==> src/design/fsqm_pkg.sv <==
// Shared widths, request codes and side-band flags for the Q16.16 root unit.
// No dependencies; used by fsqm_root_pipe and fixed_sqrt_magnitude_unit.
`default_nettype none

package fsqm_pkg;

	localparam int OPND_W      = 32;   // Q16.16 operand
	localparam int ABS_W       = 31;   // saturated magnitude of an operand
	localparam int SQ_W        = 2 * ABS_W;
	localparam int Q_FRAC_W    = 16;
	localparam int RAD_W       = 47;   // radicand is below 2^47
	localparam int TOP_BIT_POS = 46;
	localparam int ITER        = (TOP_BIT_POS / 2) + 1;
	localparam int ROOT_W      = ITER;
	localparam int RES_W       = 31;

	localparam logic [ABS_W-1:0] HALVE_LIMIT = ABS_W'(11862016);
	localparam logic [RES_W-1:0] SAT_MAX     = {RES_W{1'b1}};

	typedef enum logic {
		REQ_SQRT = 1'b0,
		REQ_MAG  = 1'b1
	} req_t;

	typedef struct packed {
		logic halved;   // operands were halved, double the root
		logic sat;      // magnitude out of range, give SAT_MAX
	} flags_t;

endpackage

`default_nettype wire

==> src/design/fsqm_root_pipe.sv <==
// Pipelined bit-pair restoring square root, one result bit per stage.
// Depends on fsqm_pkg; carries flags_t side-band alongside each item.
`default_nettype none

module fsqm_root_pipe (
	input  wire logic                        clk,
	input  wire logic                        arst_n,
	input  wire logic                        en,
	input  wire logic                        in_valid,
	input  wire logic [fsqm_pkg::RAD_W-1:0]  in_rad,
	input  wire fsqm_pkg::flags_t            in_flags,
	output logic                             out_valid,
	output logic [fsqm_pkg::ROOT_W-1:0]      out_root,
	output fsqm_pkg::flags_t                 out_flags
);
	import fsqm_pkg::*;

	logic [RAD_W-1:0] rem_s  [ITER];
	logic [RAD_W-1:0] root_s [ITER];
	logic             vld_s  [ITER];
	flags_t           flg_s  [ITER];

	for (genvar gi = 0; gi < ITER; gi++) begin : g_iter
		localparam logic [RAD_W-1:0] BIT = RAD_W'(1) << (TOP_BIT_POS - 2 * gi);

		logic [RAD_W-1:0] rem_in;
		logic [RAD_W-1:0] root_in;
		logic [RAD_W-1:0] trial;
		logic             vld_in;
		flags_t           flg_in;

		if (gi == 0) begin : g_first
			assign rem_in  = in_rad;
			assign root_in = '0;
			assign vld_in  = in_valid;
			assign flg_in  = in_flags;
		end else begin : g_next
			assign rem_in  = rem_s[gi-1];
			assign root_in = root_s[gi-1];
			assign vld_in  = vld_s[gi-1];
			assign flg_in  = flg_s[gi-1];
		end

		assign trial = root_in + BIT;

		always_ff @(posedge clk or negedge arst_n) begin
			if (!arst_n) begin
				vld_s[gi] <= 1'b0;
			end else if (en) begin
				vld_s[gi] <= vld_in;
			end
		end

		always_ff @(posedge clk) begin
			if (en) begin
				flg_s[gi] <= flg_in;
				if (rem_in >= trial) begin
					rem_s[gi]  <= rem_in - trial;
					root_s[gi] <= (root_in >> 1) + BIT;
				end else begin
					rem_s[gi]  <= rem_in;
					root_s[gi] <= root_in >> 1;
				end
			end
		end
	end

	assign out_valid = vld_s[ITER-1];
	assign out_root  = root_s[ITER-1][ROOT_W-1:0];
	assign out_flags = flg_s[ITER-1];

endmodule

`default_nettype wire

==> config.mk <==
export PLATFORM = sky130hd
export DESIGN_NAME = fsqm_root_pipe
export DESIGN_NICKNAME = d
export VERILOG_FILES = /design/src/design/fsqm_pkg.sv /design/src/design/fsqm_root_pipe.sv
export SDC_FILE = /design/constraint.sdc
export NUM_CORES = 2
export LEC_CHECK = 0
export ABC_AREA = 1
export BUFFER_PORTS_ARGS = -buffer_cell sky130_fd_sc_hd__buf_2
export CORE_MARGIN = 4
export CORE_UTILIZATION = 38
export CTS_CLUSTER_SIZE = 30
export DETAILED_ROUTE_END_ITERATION = 7
export HOLD_SLACK_MARGIN = 0.03
export SLEW_MARGIN = 25
export SYNTH_ARGS = -nofsm -noshare
export SYNTH_HDL_FRONTEND = slang
export SYNTH_SLANG_ARGS = --single-unit
==> constraint.sdc <==
create_clock -name clk -period 3.9 [get_ports clk]
set_clock_uncertainty 0.2 [all_clocks]
set_input_delay 0 -clock clk [delete_from_list [all_inputs] [get_ports clk]]
set_output_delay 0 -clock clk [all_outputs]
set_load 0.02 [all_outputs]
==> qor.txt <==
Fmax -> 285.3 MHz
Leak Pwr -> 41.03 nW
Int Power -> 0.03202 W
Power, Total -> 0.04856 W
Clock power share -> 32.1%
Cells after Synth -> 9,548
FF/Latch Area -> 43,510 um2
Post-Syn Nets -> 9,921
Outcome -> complete, no violations
Iter 0 DRT Violations -> 6,363
Sink Count -> 1,453
HP Class -> in2reg
Cell Rows -> 170
EDFF count, synth -> 1,429
CTS HTree Levels -> 4
Initial core utilization -> 38.35%
VDD IR max -> 0.4645 mV
Combinational share of power -> 24.3%
First-pass GRT wire length -> 387.8 mm
Port Buffers -> 79
Area Growth Syn to Fin -> 12.45%
Register share of total power -> 43.7%
Slowest CP cell -> edfxtp_1
Clk_lat worst skew -> 840 ps
Mean area per synthesized cell -> 8.645 um2
Net count, final -> 10,220
Final setup viols -> 0
Pre-antenna DRT Iters -> 6
Synthesized area -> 82,540 um2
GPL Wtd Cong -> 0.9776
CP Max Fanout -> 26
Synth Flop Type -> edfxtp_1
Die width -> 474.1 um
Initial antenna violation count -> 5
FF+latch count, synth -> 1,453
Die Height -> 474.1 um
Endpoint class of the critical path -> flip-flop
Required time worst endpoint -> 4330 ps
Critical path, cell by cell -> ha_1 > nand2_1 > nor2_1 > nand3_1 > nand3_1 > nand2_1 > nand2_2 > nor2_4 > buf_4 > xor2_1
# DRC -> 0
DP HPWL -> 208.6 mm
Total of max-cap violations -> 0
RSZ-0062 raised after global routing -> false
CORE AREA -> 215,300 um2
Most common cell in the netlist -> nand2_1
All-Layer GR Usage -> 22.78%
Share of cells above drive strength 1 -> 6.274%
Longest Clk Path Bufs -> 3
Highest cell delay on the worst timing path -> 440 ps
Area of the multi-input gates -> 32,260 um2
CP Launch Type -> flip-flop
Tightest Pin Transition -> 1058 ps
Sw frac -> 34.05%
Total number of vias -> 64,900
Final setup TNS -> 0 ps
Sequential area share after synthesis -> 52.71%
Relative slew slack -> 29.49%
Total Wirelength -> 261.0 mm
Async S/R FF share, synth -> 1.652%
Min cycle time layout -> 3505 ps
Root Driver -> clkbuf_16
Fin. max-slew vios -> 0
Synthesis Warnings -> 0
Yosys cell types -> 64
Most frequent cells after synthesis -> 2,721 x nand2_1, 1,585 x inv_1, 1,429 x edfxtp_1, 1,109 x nor2_1, 553 x nand3_1
Yosys top cell by area -> edfxtp_1
Fin. Hold Viols -> 0
Gr ovfl total -> 0
Synth area leaders -> edfxtp_1 52%, nand2_1 12%, inv_1 7.2%
IO Pins -> 80
CTS Buf Count -> 164
Largest net degree at the start of global routing -> 136
Worst Path Arrival -> 3930 ps
CTS tree -> built
Fill cell instance count of the final layout -> 21,290
Psw -> 0.01654 W
Period utilization -> 89.88%
Die area -> 224,700 um2
Vias in the first global route -> 61,580
Worst-path clk slew -> 70 ps
Pwr Density -> 523.2 nW/um2
CP Class -> reg2reg
Post-synth top area share -> 51.99%
DR WL/cell -> 20.36 um
Vias per inst -> 5.063
DRT antenna net count -> 0
[sequential cells by signal (all words and copies together), names as in the netlist]
signal,flops
out_valid,1
flg_s,48
rem_s,1081
g_iter.vld_in,23
root_s,300
[layout by cell type, fill, tap and decap left out, types with 17 or more instances in the layout]
cell type,Yosys,final
nand2_1,2721,2721
inv_1,1585,1585
edfxtp_1,1429,1429
nor2_1,1109,1109
nand3_1,553,553
ha_1,320,320
a21oi_1,291,291
nand4_1,266,266
o21ai_0,212,212
clkbuf_16,0,164
xor2_1,141,141
xnor2_1,128,128
nor3_1,125,125
dlygate4sd3_1,0,106
nor4_1,93,93
buf_2,24,78
o21ai_2,62,62
nand3b_1,49,49
clkinv_1,1,40
nor2_2,38,38
buf_4,12,37
o21ai_1,31,31
inv_2,26,26
nand2_2,25,25
or2_2,24,24
clkinv_2,0,24
dfrtp_1,24,24
o21bai_1,19,19
clkbuf_1,31,19
a21o_1,17,17
[routing by layer]
layer	up-vias	routed length [um]	GRT usage, %
li1	31870	-	-
met1	30660	120200	32.40
met2	2037	119300	37.01
met3	334	15260	2.803
met4	2	6192	5.577
met5	-	20	0
[power by group through the flow]
stage | Sequential [W] | Clock, W | Combinational, W
floorplan | 0.0206 | 0 | 0.00816
global placement | 0.0215 | 0 | 0.0115
detailed placement | 0.0215 | 0 | 0.0115
CTS | 0.0212 | 0.0160 | 0.0117
global route | 0.0213 | 0.0167 | 0.0132
finish | 0.0212 | 0.0156 | 0.0118
[path summary, 6_finish.rpt]
check | depth (start not counted) | to | slack, ps | from
min | 3 | rem_s[0][12]$_DFFE_PP_ | 180 | in_rad[12]
max | 10 | rem_s[5][51]$_DFFE_PP_ | 390 | rem_s[5][14]$_DFFE_PP_
max in group asynchronous | 5 | g_iter[9].vld_in$_DFFE_PN0P_ | 2840 | arst_n
min reg2reg | 0 | root_s[5][113]$_DFFE_PP_ | 210 | root_s[5][67]$_DFFE_PP_
min in group asynchronous | 5 | out_valid$_DFFE_PN0P_ | 500 | arst_n
max reg2reg | 10 | rem_s[5][51]$_DFFE_PP_ | 390 | rem_s[5][14]$_DFFE_PP_
[critical path, delay by kind of cell (launching register included)]
family                   cells  cell delay [ps]
XOR/XNOR                     1              360
adder cells (fa/ha/maj)      1              400
buffers and inverters        1              420
flip-flops                   1              440
AND/OR/NAND/NOR              7             1490
[through the flow]
step	setup slack [ps]	std cells	hold WS, ps	utilization, %	cell area, um2
after floorplan	1071	9548	-495.6	-	82540
after global placement	270.3	12410	-192.5	40.07	86250
after detailed placement	364.7	12410	-169.7	40.07	86250
after CTS	344.4	12820	112.6	43.12	92810
after global routing	213.7	12820	143.3	43.12	92820
final	394.7	12820	175.9	43.12	92820
[what timing repair did]
action,in CTS,in global routing
resized for setup,0,0
endpoints found under the setup margin,0,0
hold endpoints to repair,843,0
setup buffers,0,0
hold buffers,107,0
[cell type report]
class | count | area share (%)
diodes | 2 | 0.005392
clock buffers | 183 | 4.498
clock inverters | 115 | 1.409
inverters | 1615 | 6.539
multi-input cells | 6380 | 34.76
flip-flops and latches | 1453 | 46.88
well taps | 2838 | 3.826
repair buffers | 232 | 2.091
[kinds of logic (layout without fill, tap and decap cells)]
| family | Yosys count | count (layout) | synth area share, % |
|---|---|---|---|
| and+or+nand+nor | 5102 | 5102 | 26.55 |
| AOI/OAI and AO/OA | 688 | 688 | 4.804 |
| adders and majority gates | 320 | 320 | 4.851 |
| xor gates and xnor gates | 270 | 270 | 2.874 |
| DFF | 1453 | 1453 | 52.71 |
| other | 0 | 2 | 0 |
| buffers and inverters | 1715 | 2145 | 8.202 |
Note: power is estimated with default switching activity, not from simulation.
